### config.mk
export PLATFORM = sky130hd
export DESIGN_NAME = energy_meter_frame_parser_unit
export DESIGN_NICKNAME = d
export VERILOG_FILES = /design/src/rtl/emfp_pkg.sv /design/src/rtl/emfp_capture.sv /design/src/rtl/emfp_decode.sv /design/src/rtl/energy_meter_frame_parser_unit.sv
export SDC_FILE = /design/constraint.sdc
export NUM_CORES = 1
export LEC_CHECK = 0
export ABC_CLOCK_PERIOD_IN_PS = 5500
export BUFFER_PORTS_ARGS = -buffer_cell sky130_fd_sc_hd__buf_4
export CORE_MARGIN = 2
export CORE_UTILIZATION = 55
export CTS_CLUSTER_DIAMETER = 40
export DETAILED_ROUTE_END_ITERATION = 8
export MAX_ROUTING_LAYER = met4
export PLACE_DENSITY_LB_ADDON = 0.05
export RECOVER_POWER = 25
export SETUP_SLACK_MARGIN = 0.15
export SLEW_MARGIN = 30
export SYNTH_ARGS = -nofsm -noshare
export SYNTH_HDL_FRONTEND = slang
export SYNTH_HIERARCHICAL = 1
export SYNTH_SLANG_ARGS = --single-unit
export TNS_END_PERCENT = 5
### constraint.sdc
create_clock -name clk -period 5.5 [get_ports clk]
set_input_delay 1.1 -clock clk [delete_from_list [all_inputs] [get_ports clk]]
set_output_delay 1.1 -clock clk [all_outputs]
set_load 0.05 [all_outputs]
### src/rtl/emfp_pkg.sv
// shared types and constants of the energy meter frame parser
`default_nettype none

package emfp_pkg;

  localparam int FrameLen    = 24;
  localparam int PosW        = $clog2(FrameLen + 1);
  localparam int SumFirst    = 2;
  localparam int SumLast     = 22;
  localparam int SumByte     = 23;
  localparam int HeaderByte  = 1;
  localparam logic [7:0] HeaderValue = 8'h5A;

  // byte offsets of the report fields, each value msb first
  localparam int VoltParamAt = 2;
  localparam int VoltDataAt  = 5;
  localparam int CurrParamAt = 8;
  localparam int CurrDataAt  = 11;
  localparam int PowParamAt  = 14;
  localparam int PowDataAt   = 17;
  localparam int FlagsByte   = 20;
  localparam int PulseHiByte = 21;
  localparam int PulseLoByte = 22;

  // bits of the flags byte
  localparam int FlagOverflow = 7;
  localparam int FlagVolt     = 6;
  localparam int FlagCurr     = 5;
  localparam int FlagPow      = 4;

  typedef enum logic [1:0] {
    StOk     = 2'd0,
    StShort  = 2'd1,
    StSum    = 2'd2,
    StHeader = 2'd3
  } status_t;

  // frame as it stands once the current item is taken in
  typedef struct packed {
    logic                        complete;
    logic [7:0]                  sum;
    logic [FrameLen-1:0][7:0]    bytes;
  } frame_view_t;

  typedef struct packed {
    logic [31:0] pulse_overflows;
    logic [15:0] pulse_count;
    logic [23:0] power_data;
    logic [23:0] power_param;
    logic [23:0] current_data;
    logic [23:0] current_param;
    logic [23:0] voltage_data;
    logic [23:0] voltage_param;
    status_t     status;
  } result_t;

endpackage

`default_nettype wire

### src/rtl/emfp_capture.sv
// byte position, running checksum and frame store
`default_nettype none

module emfp_capture (
  input  wire logic                clk,
  input  wire logic                rst,
  input  wire logic                accept,
  input  wire logic [7:0]          rx_byte,
  input  wire logic                frame_start,
  input  wire logic                frame_end,
  output emfp_pkg::frame_view_t    view
);
  import emfp_pkg::*;

  localparam logic [PosW-1:0] PosFull  = PosW'(FrameLen);
  localparam logic [PosW-1:0] PosFirst = PosW'(SumFirst);
  localparam logic [PosW-1:0] PosLast  = PosW'(SumLast);

  logic [PosW-1:0] byte_position;
  logic [PosW-1:0] pos_cur;
  logic [PosW-1:0] pos_next;
  logic [7:0]      sum_acc;
  logic [7:0]      sum_cur;
  logic [7:0]      sum_next;
  logic            in_frame;
  logic [7:0]      store [FrameLen];

  always_comb begin
    pos_cur  = frame_start ? '0 : byte_position;
    sum_cur  = frame_start ? '0 : sum_acc;
    in_frame = pos_cur < PosFull;
    pos_next = in_frame ? pos_cur + 1'b1 : pos_cur;
    sum_next = (in_frame && pos_cur >= PosFirst && pos_cur <= PosLast) ?
               sum_cur + rx_byte : sum_cur;
  end

  always_comb begin
    view.complete = pos_next == PosFull;
    view.sum      = sum_next;
    for (int i = 0; i < FrameLen; i++) begin
      view.bytes[i] = (in_frame && pos_cur == PosW'(i)) ? rx_byte : store[i];
    end
  end

  always_ff @(posedge clk) begin
    if (rst) begin
      byte_position <= '0;
      sum_acc       <= '0;
    end else if (accept) begin
      if (frame_end) begin
        byte_position <= '0;
        sum_acc       <= '0;
      end else begin
        byte_position <= pos_next;
        sum_acc       <= sum_next;
      end
    end
  end

  always_ff @(posedge clk) begin
    if (accept && in_frame) begin
      store[pos_cur] <= rx_byte;
    end
  end

  assert property (@(posedge clk) disable iff (rst) byte_position <= PosFull)
    else $error("byte position past frame length");

  assert property (@(posedge clk) disable iff (rst)
    accept && frame_end |=> byte_position == '0 && sum_acc == '0)
    else $error("position or sum not cleared after frame end");

endmodule

`default_nettype wire

### src/rtl/emfp_decode.sv
// frame check, meter registers and result register
`default_nettype none

module emfp_decode (
  input  wire logic                  clk,
  input  wire logic                  rst,
  input  wire logic                  fire,
  input  wire emfp_pkg::frame_view_t view,
  input  wire logic                  out_ready,
  output logic                       out_valid,
  output emfp_pkg::result_t          result
);
  import emfp_pkg::*;

  function automatic logic [23:0] take24(input frame_view_t v, input int at);
    take24 = {v.bytes[at], v.bytes[at+1], v.bytes[at+2]};
  endfunction

  status_t     status, status_next;
  logic [23:0] volt_param, volt_data, curr_param, curr_data, pow_param, pow_data;
  logic [15:0] previous_pulses;
  logic [31:0] overflow_counter;
  logic [7:0]  flags;
  logic [15:0] pulses;
  logic        wrapped;

  always_comb begin
    flags   = view.bytes[FlagsByte];
    pulses  = {view.bytes[PulseHiByte], view.bytes[PulseLoByte]};
    wrapped = flags[FlagOverflow] || (previous_pulses > pulses);
    priority if (!view.complete) begin
      status_next = StShort;
    end else if (view.sum != view.bytes[SumByte]) begin
      status_next = StSum;
    end else if (view.bytes[HeaderByte] != HeaderValue) begin
      status_next = StHeader;
    end else begin
      status_next = StOk;
    end
  end

  always_ff @(posedge clk) begin
    if (rst) begin
      volt_param       <= '0;
      volt_data        <= '0;
      curr_param       <= '0;
      curr_data        <= '0;
      pow_param        <= '0;
      pow_data         <= '0;
      previous_pulses  <= '0;
      overflow_counter <= '0;
    end else if (fire && status_next == StOk) begin
      volt_param <= take24(view, VoltParamAt);
      curr_param <= take24(view, CurrParamAt);
      pow_param  <= take24(view, PowParamAt);
      if (flags[FlagVolt]) begin
        volt_data <= take24(view, VoltDataAt);
      end
      if (flags[FlagCurr]) begin
        curr_data <= take24(view, CurrDataAt);
      end
      if (flags[FlagPow]) begin
        pow_data <= take24(view, PowDataAt);
      end
      if (wrapped) begin
        overflow_counter <= overflow_counter + 32'd1;
      end
      previous_pulses <= pulses;
    end
  end

  always_ff @(posedge clk) begin
    if (rst) begin
      out_valid <= 1'b0;
    end else if (fire) begin
      out_valid <= 1'b1;
    end else if (out_ready) begin
      out_valid <= 1'b0;
    end
  end

  always_ff @(posedge clk) begin
    if (fire) begin
      status <= status_next;
    end
  end

  // the meter registers only move on a report, so they hold while it waits
  always_comb begin
    result.status          = status;
    result.voltage_param   = volt_param;
    result.voltage_data    = volt_data;
    result.current_param   = curr_param;
    result.current_data    = curr_data;
    result.power_param     = pow_param;
    result.power_data      = pow_data;
    result.pulse_count     = previous_pulses;
    result.pulse_overflows = overflow_counter;
  end

  assert property (@(posedge clk) disable iff (rst)
    !$past(rst) && !$stable(overflow_counter) |-> $past(fire) && status == StOk)
    else $error("overflow counter moved without a good frame");

  assert property (@(posedge clk) disable iff (rst)
    fire && status_next != StOk |=> $stable(volt_param) && $stable(previous_pulses))
    else $error("meter registers changed on a bad frame");

  assert property (@(posedge clk) disable iff (rst) $rose(out_valid) |-> $past(fire))
    else $error("result shown without a frame end");

endmodule

`default_nettype wire

### src/rtl/energy_meter_frame_parser_unit.sv
// top level of the energy meter frame parser
`default_nettype none

// takes one byte of a 24-byte meter report per item (tuser marks the first byte,
// tlast the last) and gives one result item per frame end: a status code
// (0 ok, 1 too short, 2 checksum mismatch, 3 bad header) with the meter
// registers as they stand after the check. a new byte can be taken in every cycle
// unless input is held off; the check runs in the cycle that takes the last byte
// and the result sits in the output register from the next cycle. input is held
// off only while a result waits and the sink is not ready.
// bytes past the 24th are dropped, and a frame end always starts a new frame.

module energy_meter_frame_parser_unit (
  input  wire logic         clk,
  input  wire logic         rst,
  // byte input
  input  wire logic         s_axis_tvalid,
  output logic              s_axis_tready,
  input  wire logic [7:0]   s_axis_tdata,  // rx_byte
  input  wire logic         s_axis_tuser,  // frame_start
  input  wire logic         s_axis_tlast,  // frame_end
  // result output
  output logic              m_axis_tvalid,
  input  wire logic         m_axis_tready,
  // status [1:0], voltage_param [25:2], voltage_data [49:26],
  // current_param [73:50], current_data [97:74], power_param [121:98],
  // power_data [145:122], pulse_count [161:146], pulse_overflows [193:162],
  // zero fill [199:194]
  output logic [199:0]      m_axis_tdata
);
  import emfp_pkg::*;

  frame_view_t view;
  result_t     result;
  logic        accept;
  logic        fire;

  // the output register is free or being emptied this cycle
  assign s_axis_tready = !m_axis_tvalid || m_axis_tready;
  assign accept        = s_axis_tvalid && s_axis_tready;
  assign fire          = accept && s_axis_tlast;

  emfp_capture u_capture (
    .clk         (clk),
    .rst         (rst),
    .accept      (accept),
    .rx_byte     (s_axis_tdata),
    .frame_start (s_axis_tuser),
    .frame_end   (s_axis_tlast),
    .view        (view)
  );

  emfp_decode u_decode (
    .clk       (clk),
    .rst       (rst),
    .fire      (fire),
    .view      (view),
    .out_ready (m_axis_tready),
    .out_valid (m_axis_tvalid),
    .result    (result)
  );

  // result fields packed from the lowest bit up, padded to whole bytes
  assign m_axis_tdata = {6'd0, result};

endmodule

`default_nettype wire

Yosys cells after proc, flatten, opt, wreduce, memory -nomap -nowiden

Memory sizes are Yosys's and may differ from the RTL's. A register that Yosys moved wholly into a read port is not among the register bits.
Cells that the tools add are included.

Add/subtract/negate cells: 3
$lt $le $gt $ge: 4
Equal/unequal tests: 8
Mux-type cells: 18
Reductions and logical operators: 20

Operators with widths:

| cell                  | number |
|---|---|
| $mux 8                | 8 |
| $add 32x1->32 const B | 1 |
| $eq 5x5->1 const B    | 5 |
| $gt 16x16->1          | 1 |
| $mux 5                | 3 |
| $logic_and 1x1->1     | 11 |
| $add 8x8->8           | 1 |
| $ne 8x7->1 const B    | 1 |
| $ne 8x8->1            | 1 |
| $reduce_and 2->1      | 4 |
| $mux 2                | 3 |
| $add 5x1->5 const B   | 1 |
| $eq 5x1->1 const B    | 1 |
| $ge 5x2->1 const B    | 1 |
| $le 5x5->1 const B    | 1 |
| $lt 5x5->1 const B    | 1 |
| $mux 1                | 4 |
| $logic_not 2->1       | 1 |
| $logic_or 1x1->1      | 2 |
| $reduce_bool 2->1     | 1 |
| $logic_not 1->1       | 1 |

Register bits after elaboration: 64
Bits in writable memories: 192
Input bits: 14
Output and inout port bits: 202
Logic and storage cells: 60
Memories kept: 1

Memories:

| name            | words | width | rd ports | clocked after Yosys merged registers in | wr ports | RTL line           | RTL |
|---|---|---|---|---|---|---|---|
| u_capture.store | 24    | 8     | 23       | 18                                      | 1        | emfp_capture.sv:26 | `logic [7:0] store [FrameLen];` |

Longest topological paths before layout

Word-level depth: 11
Depth in mapped cells: 18
Depth with buffers taken out: 14

Hierarchy

Netlist, hierarchy kept.

Modules (own cells, without submodules):

| module                         | times used | cells an instance | area each (um2) | sequential area each (um2) |
|---|---|---|---|---|
| emfp_capture                   | 1          | 607               | 9461.6          | 6025.8 |
| emfp_decode                    | 1          | 979               | 7821.3          | 3923.8 |
| energy_meter_frame_parser_unit | 1          | 10                | 75.1            | 0.0 |

Worst setup path before layout

OpenSTA, ideal clock, no wires.

Path type: input to register
Start: input s_axis_tuser
End: register u_decode.curr_param[10], read port of u_capture.store
Setup time: 132 ps
Arrival: 4416 ps
Required time: 5368 ps
Slack: 952 ps
Stages on the path: 18
Buffers on the path: 4
Cells stage by stage: buf_2 > nor2b_1 > ha_1 > fa_1 > a21o_1 > and4_1 > nor3_1 > xnor2_1 > mux2_2 > xnor2_1 > nand4_1 > or2_1 > or3_1 > clkbuf_1 > buf_2 > clkbuf_1 > nand2_1 > a21oi_1

RTL lines:

| what        | RTL line                             | RTL |
|---|---|---|
| from (decl) | energy_meter_frame_parser_unit.sv:20 | `input wire logic s_axis_tuser,` |
| to (decl)   | emfp_decode.sv:20                    | `logic [23:0] volt_param, volt_data, curr_param, curr_data, pow_param, pow_data;` |

==> out/results.tsv <==
metric	value	unit
outcome	finished with violations	
violations	capacitance limit, slew limit	
worstHoldPathType	reg2reg	
skew	0.01831	ns
slowest_stage	nor4_4	
avgSynthCellArea	10.74	µm²
dp.final_hpwl	25460	µm
startpoint_type	primary input	
ant_nets	0	
crit_type	in2reg	
cts.sink_count	388	
finalCriticalPeriod	4.821	ns
cts_setup_buffers	0	
setup_viol	0	
fp.dieW	179.1	µm
vias	12285	
rows	64	
place_inst	2095	
clockRootBuffer	clkbuf_16	
grt_pass1_vias	11662	
grt_usage	0.2613	
cts_max_level	2	
ir_worst_vdd	0.0002487	V
power.static_leakage	7.279	nW
worstMarginPinSlew	2.383	ns
cts_buffer_depth	3	
crit_family	buffers and inverters	
fmax	207.4	MHz
swShare	0.2192	
cp.arrival	5.13	ns
p_total	6.270	mW
dr.pass1.iters	5	
switchingPower	1.375	mW
die_h	179.1	µm
yosys_warnings	6	
pin_count	216	
cp.required	5.81	ns
drive_gt1_frac	0.2735	
clk_latency	0.55	ns
seqPwrFrac	0.482	
maxSlewViolCount	111	
path_cells	clkbuf_1 -> ha_1 -> a211oi_1 -> o211ai_1 -> o21ai_0 -> mux2i_2 -> xnor2_1 -> xnor2_1 -> nand4_1 -> nor4_4 -> buf_4 -> nand2_1 -> buf_4 -> nand2_1 -> a21oi_1	
synth_cells	1570	
core-area	30350	µm²
stdcell_count	2185	
clkPwrFrac	0.494	
post-route-period-util	0.8766	
clkTransAtPathRegs	0.06	ns
initial_core_util	0.5554	
cts.repair.resized	0	
final-hold-violation-count	0	
relSlewSlack	-0.5887	
grt_pass1_wl	63490	µm
worstSetupEndpointType	register	
die_area	32060	µm²
critPathMaxFanout	29	
cts_tree	yes	
drt-total-wl	41460	µm
holdWs	0.4495	ns
syn_to_final_growth	19.59	%
grt_max_degree	111	
nNetsFinal	1792	
multi_input_area	6688	µm²
maxCapViolCount	1	
slowest_delay	0.65	ns
r2r_slack	1.18	ns
intPower	4.896	mW
drc	0	
synthesis.area	16850	µm²
fillCellCount	2449	
regArea	9589	µm²
combPwrFrac	0.023	
grt-ovfl-total	0	
powerDensity	311.1	nW/µm²
numCtsBuffers	48	
portBuffers	209	
avgRoutedWirePerCell	18.97	µm
antenna_found_initial	1	
dr.first_iter.drc_count	825	
avgViaCountPerCell	5.622	
gp_congestion	0.8575	
rsz0062_at_grt	false	
crit_buf_inv	3	
cts_hold_buf	0	
setup_tns	0	ns
-- state kept, by name, summed over array words and instances (netlist names) --
register,cells
u_capture/store,180
u_decode/overflow_counter,32
u_decode/curr_data,24
u_decode/curr_param,24
u_decode/pow_data,24
u_decode/pow_param,24
u_decode/volt_data,24
u_decode/volt_param,24
u_decode/previous_pulses,16
u_capture/sum_acc,8
u_capture/byte_position,5
u_decode/status,2
u_decode/out_valid,1
-- worst min-delay path, delay by kind of cell (launching register included) --
kind | cells | cell delay, ns
DFF | 1 | 0.31
AOI/OAI and AO/OA | 1 | 0.05
and+or+nand+nor | 1 | 0.05
-- routing by layer --
layer  global-route usage  vias up  part of all wire
met1               0.3574     5903              0.45
met4              0.06064        0             0.019
met5                    -        -                 0
met3              0.03923       62             0.061
met2               0.4131      377              0.47
li1                     -     5943                 -
-- power by group through the flow --
stage | Clock (mW) | Sequential, mW | Combinational [mW]
global route | 3.26 | 3.02 | 0.158
global placement | 0 | 3.09 | 0.147
floorplan | 0 | 3.09 | 0.0789
finish | 3.10 | 3.02 | 0.146
CTS | 3.15 | 3.02 | 0.150
detailed placement | 0 | 3.09 | 0.149
-- placed cells by master, fill, tap and decap left out, types with 3 or more instances in the layout --
cell type / count
o31ai_1: 29
xnor2_1: 12
o21ai_0: 10
clkinv_2: 3
clkbuf_16: 50
nor2b_1: 9
clkbuf_1: 24
inv_6: 7
edfxtp_1: 182
and4_1: 9
and2_1: 4
a22oi_1: 3
o211ai_1: 3
mux2_2: 177
nand2_1: 366
or4_1: 29
mux2_1: 10
or3_1: 3
ha_1: 28
nand4_1: 12
a21oi_1: 207
and2_0: 3
and3_1: 8
conb_1: 6
nand2b_1: 8
bufinv_16: 3
inv_1: 24
a21o_1: 3
nor3_2: 3
a32o_1: 4
nand3_1: 16
clkinv_4: 5
buf_4: 217
clkinv_1: 4
dfxtp_1: 206
and4bb_1: 3
nor3_1: 6
nor2_1: 47
-- stage by stage --
| stage | util | area (µm²) | worst slack [ns] |
|---|---|---|---|
| floorplan | - | 16870 | 0.9518 |
| global placement | 0.6137 | 18630 | 0.3945 |
| detailed placement | 0.6137 | 18630 | 0.3140 |
| CTS | 0.6660 | 20210 | 0.8656 |
| global route | 0.6642 | 20160 | 0.4087 |
| finish | 0.6642 | 20160 | 0.6787 |
-- worst paths after layout --
| check | from | endpoint | depth (start not counted) |
|---|---|---|---|
| worst min-delay path | u_decode/curr_data[1] | u_decode/curr_data[1] | 2 |
| worst min register to register | u_decode/curr_data[1] | u_decode/curr_data[1] | 2 |
| worst max-delay path | s_axis_tdata[1] | u_decode/pow_data[17] | 15 |
| worst max register to register | u_capture/sum_acc[0] | u_decode/pow_data[17] | 16 |
-- cell type report --
| type | instances | area share |
|---|---|---|
| Antenna cell | 1 | 0.0001241 |
| Clock buffer | 62 | 0.06480 |
| Clock inverter | 27 | 0.01390 |
| Inverter | 25 | 0.004656 |
| Multi-Input combinational cell | 1053 | 0.3318 |
| Sequential cell | 388 | 0.4757 |
| Tap cell | 396 | 0.02458 |
| Timing Repair Buffer | 233 | 0.08442 |
Note: power is estimated with default switching activity, not from simulation.
